### config.mk
export PLATFORM = sky130hd
export DESIGN_NAME = block_rms_level_meter_top
export DESIGN_NICKNAME = d
export VERILOG_FILES = /design/src/hw/rtl/brlm_pkg.sv /design/src/hw/rtl/brlm_ctrl.sv /design/src/hw/rtl/brlm_datapath.sv /design/src/hw/rtl/block_rms_level_meter_top.sv
export VERILOG_INCLUDE_DIRS = /design/src /design/src/hw/rtl
export SDC_FILE = /design/constraint.sdc
export NUM_CORES = 2
export LEC_CHECK = 0
export ABC_AREA = 1
export BUFFER_PORTS_ARGS = -buffer_cell sky130_fd_sc_hd__buf_2
export CAP_MARGIN = 20
export CORE_UTILIZATION = 30
export CTS_CLUSTER_DIAMETER = 30
export DETAILED_ROUTE_END_ITERATION = 8
export PLACE_DENSITY = 0.47
export SLEW_MARGIN = 20
export SYNTH_ARGS = -nofsm -noshare
export SYNTH_HDL_FRONTEND = slang
export SYNTH_SLANG_ARGS = --single-unit
### constraint.sdc
create_clock -name clk -period 19 [get_ports clk]
set_clock_uncertainty 0.05 [all_clocks]
set_input_delay 0.95 -clock clk [delete_from_list [all_inputs] [get_ports clk]]
set_output_delay 0.95 -clock clk [all_outputs]
set_load 0.01 [all_outputs]
### src/hw/rtl/block_rms_level_meter_top_defines.svh
// assertion macros for the rms level meter datapath
`ifndef BLOCK_RMS_LEVEL_METER_TOP_DEFINES_SVH
`define BLOCK_RMS_LEVEL_METER_TOP_DEFINES_SVH

// same-cycle implication, disabled while in reset
`define BRLM_ASSERT_NOW(lbl, ant, cons, msg) \
  lbl: assert property (@(posedge clk) disable iff (!rst_n) (ant) |-> (cons)) \
    else $error(msg);

// next-cycle implication, disabled while in reset
`define BRLM_ASSERT_NEXT(lbl, ant, cons, msg) \
  lbl: assert property (@(posedge clk) disable iff (!rst_n) (ant) |=> (cons)) \
    else $error(msg);

`endif

### src/hw/rtl/brlm_pkg.sv
// shared constants, types and codes of the rms level meter
package brlm_pkg;

  localparam int MAX_BLOCK   = 4096;
  localparam int SAMPLE_W    = 16;
  localparam int SQ_W        = 2 * SAMPLE_W - 1;
  localparam int CNT_W       = $clog2(MAX_BLOCK + 1);
  localparam int SUM_W       = SQ_W + $clog2(MAX_BLOCK);
  localparam int REM_W       = CNT_W + 1;
  localparam int ROOT_STEPS  = SAMPLE_W;
  localparam int ROOT_REG_W  = 2 * ROOT_STEPS;
  localparam int MEAN_W      = ROOT_REG_W - 1;
  localparam int DIV_STEPS   = SUM_W;
  localparam int STEP_W      = $clog2(DIV_STEPS);
  localparam int GAIN_W      = 4;
  localparam int WEIGHT_W    = 16;
  localparam int LEVEL_W     = 16;
  localparam int SCALED_W    = LEVEL_W + GAIN_W;
  localparam int PROD_W      = LEVEL_W + WEIGHT_W + 1;
  localparam int BLEND_W     = PROD_W + 1;
  localparam int CFG_IDX_W   = 1;
  localparam int CFG_DATA_W  = 16;

  localparam logic [LEVEL_W-1:0]    FULL_SCALE     = 16'd32768;
  localparam logic [GAIN_W-1:0]     GAIN_RESET     = 4'd4;
  localparam logic [WEIGHT_W-1:0]   WEIGHT_RESET   = 16'd26214;
  localparam logic [WEIGHT_W:0]     WEIGHT_ONE     = 17'd65536;
  localparam logic [BLEND_W-1:0]    ROUND_HALF     = BLEND_W'(32768);
  localparam logic [ROOT_REG_W-1:0] ROOT_TOP_BIT   =
    ROOT_REG_W'(1) << (2 * (ROOT_STEPS - 1));

  localparam logic [CFG_IDX_W-1:0] REG_LEVEL_GAIN = 1'b0;
  localparam logic [CFG_IDX_W-1:0] REG_NEW_WEIGHT = 1'b1;

  typedef enum logic [2:0] {
    S_IDLE,
    S_DIV_LOAD,
    S_DIV,
    S_ROOT_LOAD,
    S_ROOT,
    S_SCALE,
    S_MUL_OLD,
    S_MUL_NEW
  } state_t;

  typedef struct packed {
    logic acc;
    logic load_div;
    logic div_step;
    logic load_root;
    logic root_step;
    logic scale;
    logic mul_old;
    logic load_out;
  } cmd_t;

  typedef struct packed {
    logic out_free;
  } status_t;

endpackage

### src/hw/rtl/brlm_ctrl.sv
// sequencer for accumulation, divide, root, scale and blend
module brlm_ctrl (
  input  logic              clk,
  input  logic              rst_n,
  input  logic              in_valid,
  input  logic              in_block_end,
  output logic              in_stall,
  input  brlm_pkg::status_t status,
  output brlm_pkg::cmd_t    cmd
);

  brlm_pkg::state_t state_r, state_nxt;
  logic [brlm_pkg::STEP_W-1:0] step_r, step_nxt;
  logic div_last, root_last, out_done;

  assign div_last  = (step_r == brlm_pkg::STEP_W'(brlm_pkg::DIV_STEPS - 1));
  assign root_last = (step_r == brlm_pkg::STEP_W'(brlm_pkg::ROOT_STEPS - 1));
  assign out_done  = status.out_free;

  always_ff @(posedge clk) begin
    if (!rst_n) begin
      state_r <= brlm_pkg::S_IDLE;
      step_r  <= '0;
    end else begin
      state_r <= state_nxt;
      step_r  <= step_nxt;
    end
  end

  // next state and iteration count
  always_comb begin
    state_nxt = state_r;
    step_nxt  = step_r;
    unique case (state_r)
      brlm_pkg::S_IDLE: begin
        if (in_valid && in_block_end) state_nxt = brlm_pkg::S_DIV_LOAD;
      end
      brlm_pkg::S_DIV_LOAD: begin
        step_nxt  = '0;
        state_nxt = brlm_pkg::S_DIV;
      end
      brlm_pkg::S_DIV: begin
        step_nxt = step_r + 1'b1;
        if (div_last) state_nxt = brlm_pkg::S_ROOT_LOAD;
      end
      brlm_pkg::S_ROOT_LOAD: begin
        step_nxt  = '0;
        state_nxt = brlm_pkg::S_ROOT;
      end
      brlm_pkg::S_ROOT: begin
        step_nxt = step_r + 1'b1;
        if (root_last) state_nxt = brlm_pkg::S_SCALE;
      end
      brlm_pkg::S_SCALE:   state_nxt = brlm_pkg::S_MUL_OLD;
      brlm_pkg::S_MUL_OLD: state_nxt = brlm_pkg::S_MUL_NEW;
      brlm_pkg::S_MUL_NEW: begin
        if (out_done) state_nxt = brlm_pkg::S_IDLE;
      end
      default: state_nxt = brlm_pkg::S_IDLE;
    endcase
  end

  // commands
  always_comb begin
    cmd      = '0;
    in_stall = 1'b1;
    unique case (state_r)
      brlm_pkg::S_IDLE: begin
        in_stall = 1'b0;
        cmd.acc  = in_valid;
      end
      brlm_pkg::S_DIV_LOAD:  cmd.load_div  = 1'b1;
      brlm_pkg::S_DIV:       cmd.div_step  = 1'b1;
      brlm_pkg::S_ROOT_LOAD: cmd.load_root = 1'b1;
      brlm_pkg::S_ROOT:      cmd.root_step = 1'b1;
      brlm_pkg::S_SCALE:     cmd.scale     = 1'b1;
      brlm_pkg::S_MUL_OLD:   cmd.mul_old   = 1'b1;
      brlm_pkg::S_MUL_NEW:   cmd.load_out  = out_done;
      default: cmd = '0;
    endcase
  end

endmodule

### src/hw/rtl/brlm_datapath.sv
// accumulator, serial divider, serial root, scaling and smoothing datapath
`include "block_rms_level_meter_top_defines.svh"

module brlm_datapath (
  input  logic                                 clk,
  input  logic                                 rst_n,
  input  brlm_pkg::cmd_t                       cmd,
  output brlm_pkg::status_t                    status,
  input  logic signed [brlm_pkg::SAMPLE_W-1:0] in_sample,
  input  logic                                 cfg_valid,
  input  logic [brlm_pkg::CFG_IDX_W-1:0]       cfg_index,
  input  logic [brlm_pkg::CFG_DATA_W-1:0]      cfg_data,
  output logic                                 out_valid,
  input  logic                                 out_stall,
  output logic [brlm_pkg::LEVEL_W-1:0]         out_level,
  output logic                                 out_clipped
);

  logic [brlm_pkg::GAIN_W-1:0]     gain_r;
  logic [brlm_pkg::WEIGHT_W-1:0]   weight_r;
  logic [brlm_pkg::SUM_W-1:0]      sum_r;
  logic [brlm_pkg::CNT_W-1:0]      count_r;
  logic [brlm_pkg::LEVEL_W-1:0]    smooth_r;
  logic [brlm_pkg::SUM_W-1:0]      quot_r;
  logic [brlm_pkg::REM_W-1:0]      rem_r;
  logic [brlm_pkg::CNT_W-1:0]      divisor_r;
  logic [brlm_pkg::ROOT_REG_W-1:0] rv_r, res_r, bit_r;
  logic [brlm_pkg::LEVEL_W-1:0]    scaled_r;
  logic                            clip_r;
  logic [brlm_pkg::PROD_W-1:0]     prod_r;
  logic                            out_valid_r;
  logic [brlm_pkg::LEVEL_W-1:0]    out_level_r;
  logic                            out_clipped_r;

  logic [brlm_pkg::SAMPLE_W-1:0]   raw, mag;
  logic [brlm_pkg::ROOT_REG_W-1:0] sq_full;
  logic [brlm_pkg::REM_W-1:0]      rem_shift;
  logic                            rem_ge;
  logic [brlm_pkg::ROOT_REG_W-1:0] trial;
  logic                            root_ge;
  logic [brlm_pkg::SCALED_W-1:0]   scaled_full;
  logic [brlm_pkg::PROD_W-1:0]     new_prod;
  logic [brlm_pkg::BLEND_W-1:0]    blend_now;
  logic [brlm_pkg::BLEND_W-brlm_pkg::LEVEL_W-1:0] now_hi;
  logic [brlm_pkg::LEVEL_W-1:0]    now_level;

  assign status.out_free = !out_valid_r || !out_stall;

  // magnitude of a q1.15 sample, -1.0 maps to 32768
  assign raw     = in_sample;
  assign mag     = raw[brlm_pkg::SAMPLE_W-1] ? (~raw + 1'b1) : raw;
  assign sq_full = mag * mag;

  // one restoring divide step
  assign rem_shift = {rem_r[brlm_pkg::REM_W-2:0], quot_r[brlm_pkg::SUM_W-1]};
  assign rem_ge    = (rem_shift >= {1'b0, divisor_r});

  // one root digit
  assign trial   = res_r + bit_r;
  assign root_ge = (rv_r >= trial);

  assign scaled_full = res_r[brlm_pkg::LEVEL_W-1:0] * gain_r;

  // blend of the old level and the new value, rounded half up
  assign new_prod  = scaled_r * weight_r;
  assign blend_now = {1'b0, prod_r} + {1'b0, new_prod} + brlm_pkg::ROUND_HALF;
  assign now_hi    = blend_now[brlm_pkg::BLEND_W-1:brlm_pkg::LEVEL_W];
  assign now_level = (now_hi > {2'b00, brlm_pkg::FULL_SCALE}) ? brlm_pkg::FULL_SCALE
                                                             : now_hi[brlm_pkg::LEVEL_W-1:0];

  // configuration and model state
  always_ff @(posedge clk) begin
    if (!rst_n) begin
      gain_r      <= brlm_pkg::GAIN_RESET;
      weight_r    <= brlm_pkg::WEIGHT_RESET;
      sum_r       <= '0;
      count_r     <= '0;
      smooth_r    <= '0;
      out_valid_r <= 1'b0;
    end else begin
      if (cfg_valid) begin
        unique case (cfg_index)
          brlm_pkg::REG_LEVEL_GAIN: gain_r   <= cfg_data[brlm_pkg::GAIN_W-1:0];
          brlm_pkg::REG_NEW_WEIGHT: weight_r <= cfg_data[brlm_pkg::WEIGHT_W-1:0];
          default: ;
        endcase
      end
      if (cmd.load_div) begin
        sum_r   <= '0;
        count_r <= '0;
      end else if (cmd.acc && (count_r < brlm_pkg::CNT_W'(brlm_pkg::MAX_BLOCK))) begin
        sum_r   <= sum_r + brlm_pkg::SUM_W'(sq_full[brlm_pkg::SQ_W-1:0]);
        count_r <= count_r + 1'b1;
      end
      if (cmd.load_out) smooth_r <= now_level;
      if (cmd.load_out)     out_valid_r <= 1'b1;
      else if (!out_stall)  out_valid_r <= 1'b0;
    end
  end

  // iterative units and result pipeline
  always_ff @(posedge clk) begin
    if (cmd.load_div) begin
      quot_r    <= sum_r;
      rem_r     <= '0;
      divisor_r <= count_r;
    end else if (cmd.div_step) begin
      quot_r <= {quot_r[brlm_pkg::SUM_W-2:0], rem_ge};
      rem_r  <= rem_ge ? (rem_shift - {1'b0, divisor_r}) : rem_shift;
    end
    if (cmd.load_root) begin
      rv_r  <= {1'b0, quot_r[brlm_pkg::MEAN_W-1:0]};
      res_r <= '0;
      bit_r <= brlm_pkg::ROOT_TOP_BIT;
    end else if (cmd.root_step) begin
      if (root_ge) begin
        rv_r  <= rv_r - trial;
        res_r <= (res_r >> 1) + bit_r;
      end else begin
        res_r <= res_r >> 1;
      end
      bit_r <= bit_r >> 2;
    end
    if (cmd.scale) begin
      if (scaled_full > brlm_pkg::SCALED_W'(brlm_pkg::FULL_SCALE)) begin
        scaled_r <= brlm_pkg::FULL_SCALE;
        clip_r   <= 1'b1;
      end else begin
        scaled_r <= scaled_full[brlm_pkg::LEVEL_W-1:0];
        clip_r   <= 1'b0;
      end
    end
    if (cmd.mul_old) begin
      prod_r <= smooth_r * (brlm_pkg::WEIGHT_ONE - {1'b0, weight_r});
    end
  end

  always_ff @(posedge clk) begin
    if (cmd.load_out) begin
      out_level_r   <= now_level;
      out_clipped_r <= clip_r;
    end
  end

  assign out_valid   = out_valid_r;
  assign out_level   = out_level_r;
  assign out_clipped = out_clipped_r;

  `BRLM_ASSERT_NOW(a_count_bound, 1'b1, count_r <= brlm_pkg::CNT_W'(brlm_pkg::MAX_BLOCK),
    "sample count above block limit")
  `BRLM_ASSERT_NOW(a_level_bound, out_valid_r, out_level_r <= brlm_pkg::FULL_SCALE,
    "level above full scale")
  `BRLM_ASSERT_NEXT(a_block_clear, cmd.load_div, (sum_r == '0) && (count_r == '0),
    "accumulator not cleared at block end")
  `BRLM_ASSERT_NEXT(a_result_held, out_valid_r && out_stall, out_valid_r,
    "result lost while stalled")

endmodule

### src/hw/rtl/block_rms_level_meter_top.sv
// top level of the block rms level meter with exponential smoothing
//
//  channel   direction  handshake          payload
//  in_       input      valid / stall      sample (s16 q1.15), block_end
//  out_      output     valid / stall      level (u16 q1.15), clipped
//  cfg_      input      valid / ready      index (0 level_gain, 1 new_weight), data
//
//  an item that does not close a block is taken as offered, one per cycle while idle
//  a closing item stalls the input through load and 43 divide steps,
//  load and 16 root steps, scale, old-level multiply, new-value multiply and load
//  reset (rst_n low, synchronous) clears the sum, count and smoothed level, and
//  restores level_gain 4 and new_weight 26214
//  a result still waiting in the output register holds the next load until taken
module block_rms_level_meter_top (
  input  logic                                 clk,
  input  logic                                 rst_n,
  input  logic                                 in_valid,
  output logic                                 in_stall,
  input  logic signed [brlm_pkg::SAMPLE_W-1:0] in_sample,
  input  logic                                 in_block_end,
  output logic                                 out_valid,
  input  logic                                 out_stall,
  output logic [brlm_pkg::LEVEL_W-1:0]         out_level,
  output logic                                 out_clipped,
  input  logic                                 cfg_valid,
  output logic                                 cfg_ready,
  input  logic [brlm_pkg::CFG_IDX_W-1:0]       cfg_index,
  input  logic [brlm_pkg::CFG_DATA_W-1:0]      cfg_data
);

  brlm_pkg::cmd_t    cmd;
  brlm_pkg::status_t status;

  // register writes are always taken
  assign cfg_ready = 1'b1;

  // sequencer: stalls the input during the block-end arithmetic
  brlm_ctrl u_ctrl (
    .clk          (clk),
    .rst_n        (rst_n),
    .in_valid     (in_valid),
    .in_block_end (in_block_end),
    .in_stall     (in_stall),
    .status       (status),
    .cmd          (cmd)
  );

  // accumulation, divide, root, gain and smoothing
  brlm_datapath u_datapath (
    .clk         (clk),
    .rst_n       (rst_n),
    .cmd         (cmd),
    .status      (status),
    .in_sample   (in_sample),
    .cfg_valid   (cfg_valid),
    .cfg_index   (cfg_index),
    .cfg_data    (cfg_data),
    .out_valid   (out_valid),
    .out_stall   (out_stall),
    .out_level   (out_level),
    .out_clipped (out_clipped)
  );

endmodule

==> flow_summary.json <==
{
  "outcome": "complete, no violations",
  "synth_cell_types": 61,
  "crit_top_cell": "nand2_1",
  "postCtsHoldBufs": 0,
  "period_needed_ps": 9880,
  "post-dp-hpwl_um": 112000,
  "endpoint": "u_datapath.sum_r[37]",
  "drt_first_pass_iters": 6,
  "startpoint_type": "input pin",
  "crit_buf_inv": 8,
  "fin_crit_sh": 0.520,
  "start_util": 0.303,
  "timing.rr.end": "u_datapath.prod_r[29]",
  "synthToLayoutAreaGrowth_pct": 12.5,
  "rsz0062_at_grt": "false",
  "wl_um": 138000,
  "grt_pass1_wl_um": 222000,
  "die_area_mm2": 0.159,
  "critPathLaunch": "in_sample[0]",
  "max_slew_margin": 0.302,
  "final_area_mm2": 0.0532,
  "cts_resized": 0,
  "clock-root-buffer": "clkbuf_16",
  "hp-class": "register to register",
  "layout-drive-gt1-share": 0.0504,
  "synth-warning-count": 0,
  "syn_area_per_cell_um2": 7.60,
  "fin_util": 0.340,
  "grt.total_usage": 0.177,
  "endpoint_kind": "register",
  "nFillCells": 16700,
  "dieHeight_um": 399,
  "nets": 7349,
  "r2r-start": "u_datapath.weight_r[5]",
  "syn-cell-area_mm2": 0.0473,
  "cts_tree": "built",
  "path_clk_slew_ps": 50,
  "worst_slew_pin_slew_ps": 1050,
  "gp_congestion": 0.884,
  "critPathMaxStageDelay_ps": 820,
  "num_rows": 145,
  "yosys_most_used_dff": "dfxtp_1",
  "cp.required_ps": 19560,
  "cts_sinks": 318,
  "placed_cell_area_mm2": 0.0497,
  "viasPerCell": 4.66,
  "reg2reg_depth": 28,
  "crit_cells": 42,
  "worst-setup-path-type": "input pin to register",
  "vias": 39000,
  "final_common_cell": "inv_1",
  "clk_latency_ps": 730,
  "synthCells": 6224,
  "grt_pass1_vias": 40000,
  "holdWs_ps": 374,
  "ant_nets": 0,
  "port_buffers": 57,
  "path_max_fanout": 18,
  "synth_edf_count": 154,
  "io_pins": 59,
  "seq_area_frac_synth": 0.167,
  "first_iter_violations": 2260,
  "grt.overflow.total": 0,
  "h-tree-depth": 3,
  "crit_arrival_ps": 10440,
  "antenna_found_initial": 6,
  "post_cts_buffers": 0,
  "synth_seq_cells": 318,
  "async_reset_ff_frac": 0,
  "tns_ps": 0,
  "cap_violations": 0,
  "max-clock-path-buffers": 3,
  "fp.coreArea_mm2": 0.156,
  "hold_viol_final": 0,
  "cts-buffers-inserted": 96,
  "die_w_um": 399,
  "most-common-layout-cells": "inv_1, nand2_1, fa_1",
  "critPathSlowestCell": "xor2_1",
  "path_delay_family": "adder cells",
  "route.detailed.drc": 0,
  "finalSetupViolations": 0,
  "slew_viol_final": 0,
  "wire_per_inst_um": 16.5,
  "max_freq_mhz": 101,
  "ff2ff_setup_slack_ps": 10380,
  "grt_max_degree": 76
}
metal layers:
layer | GRT usage | part of all wire | wire length (um)
met2 | 0.281 | 0.44 | 61200
met1 | 0.251 | 0.48 | 67000
met5 | 0 | 0.00029 | 40
met3 | 0.0275 | 0.054 | 7500
met4 | 0.0425 | 0.018 | 2550
flip-flops by register name (all words and copies together), names as in the netlist, 3 cells and up:
signal                count
u_datapath.quot_r        43
u_datapath.sum_r         43
u_datapath.prod_r        33
u_datapath.res_r         32
u_datapath.rv_r          32
u_datapath.bit_r         16
u_datapath.out_level     16
u_datapath.scaled_r      16
u_datapath.smooth_r      16
u_datapath.weight_r      16
u_datapath.count_r       13
u_datapath.divisor_r     13
u_datapath.rem_r         13
u_ctrl.step_r             6
u_datapath.gain_r         4
u_ctrl.state_r            3
cell type report:
class                   count  area (um^2)  share of cell area
multi-input cells        4243        33100               0.623
inverters                1480         5560               0.104
well taps                2058         2570              0.0484
diodes                      1         2.50           0.0000470
flip-flops and latches    318         7910               0.149
clock inverters            67          948              0.0178
repair buffers             85          495             0.00931
clock buffers             115         2600              0.0488
cell families (layout without fill, tap and decap cells):
family,after synthesis,count (layout),synth area share
simple gates,2125,2125,0.181
buf+inv,1673,1747,0.134
fa+ha+maj,1086,1086,0.387
compound gates,826,826,0.0955
flops,318,318,0.167
xor+xnor,194,194,0.0359
other cells,2,13,0.000159
stage by stage:
stage | cells | setup WS, ps
CTS | 8366 | 9220
finish | 8367 | 9120
global route | 8366 | 8390
floorplan | 6234 | 10280
detailed placement | 8184 | 8450
global placement | 8184 | 8730
synthesized netlist by cell type (all sizes together), types with 9 or more instances:
master / instances / area [um^2]
a21o: 28 / 211
a21oi: 327 / 1660
a31oi: 21 / 131
buf: 33 / 188
clkbuf: 160 / 601
dfxtp: 164 / 3280
edfxtp: 154 / 4620
fa: 627 / 12600
ha: 459 / 5740
inv: 1474 / 5530
nand2: 1415 / 5320
nand3: 140 / 711
nand4: 45 / 288
nor2: 418 / 1580
nor3: 55 / 312
nor4: 18 / 113
o211ai: 12 / 90.1
o21a: 9 / 67.6
o21ai: 357 / 1810
o21bai: 19 / 143
o22ai: 18 / 113
or2: 16 / 100
xnor2: 75 / 657
xor2: 119 / 1040
how the worst min path moves through the flow:
stage                           startpoint                        to  slack (ps)  depth (start not counted)
floorplan                u_datapath.clip_r    u_datapath.out_clipped         350                          0
global placement         u_datapath.clip_r    u_datapath.out_clipped         360                          0
detailed placement  u_datapath.count_r[11]  u_datapath.divisor_r[11]         360                          0
CTS                           cfg_data[10]   u_datapath.weight_r[10]         350                          3
global route             u_datapath.clip_r    u_datapath.out_clipped         380                          0
finish              u_datapath.count_r[11]  u_datapath.divisor_r[11]         370                          0
Power is not shown: default switching activity piles up to over one toggle a cycle in this logic, so the estimate is an artifact.
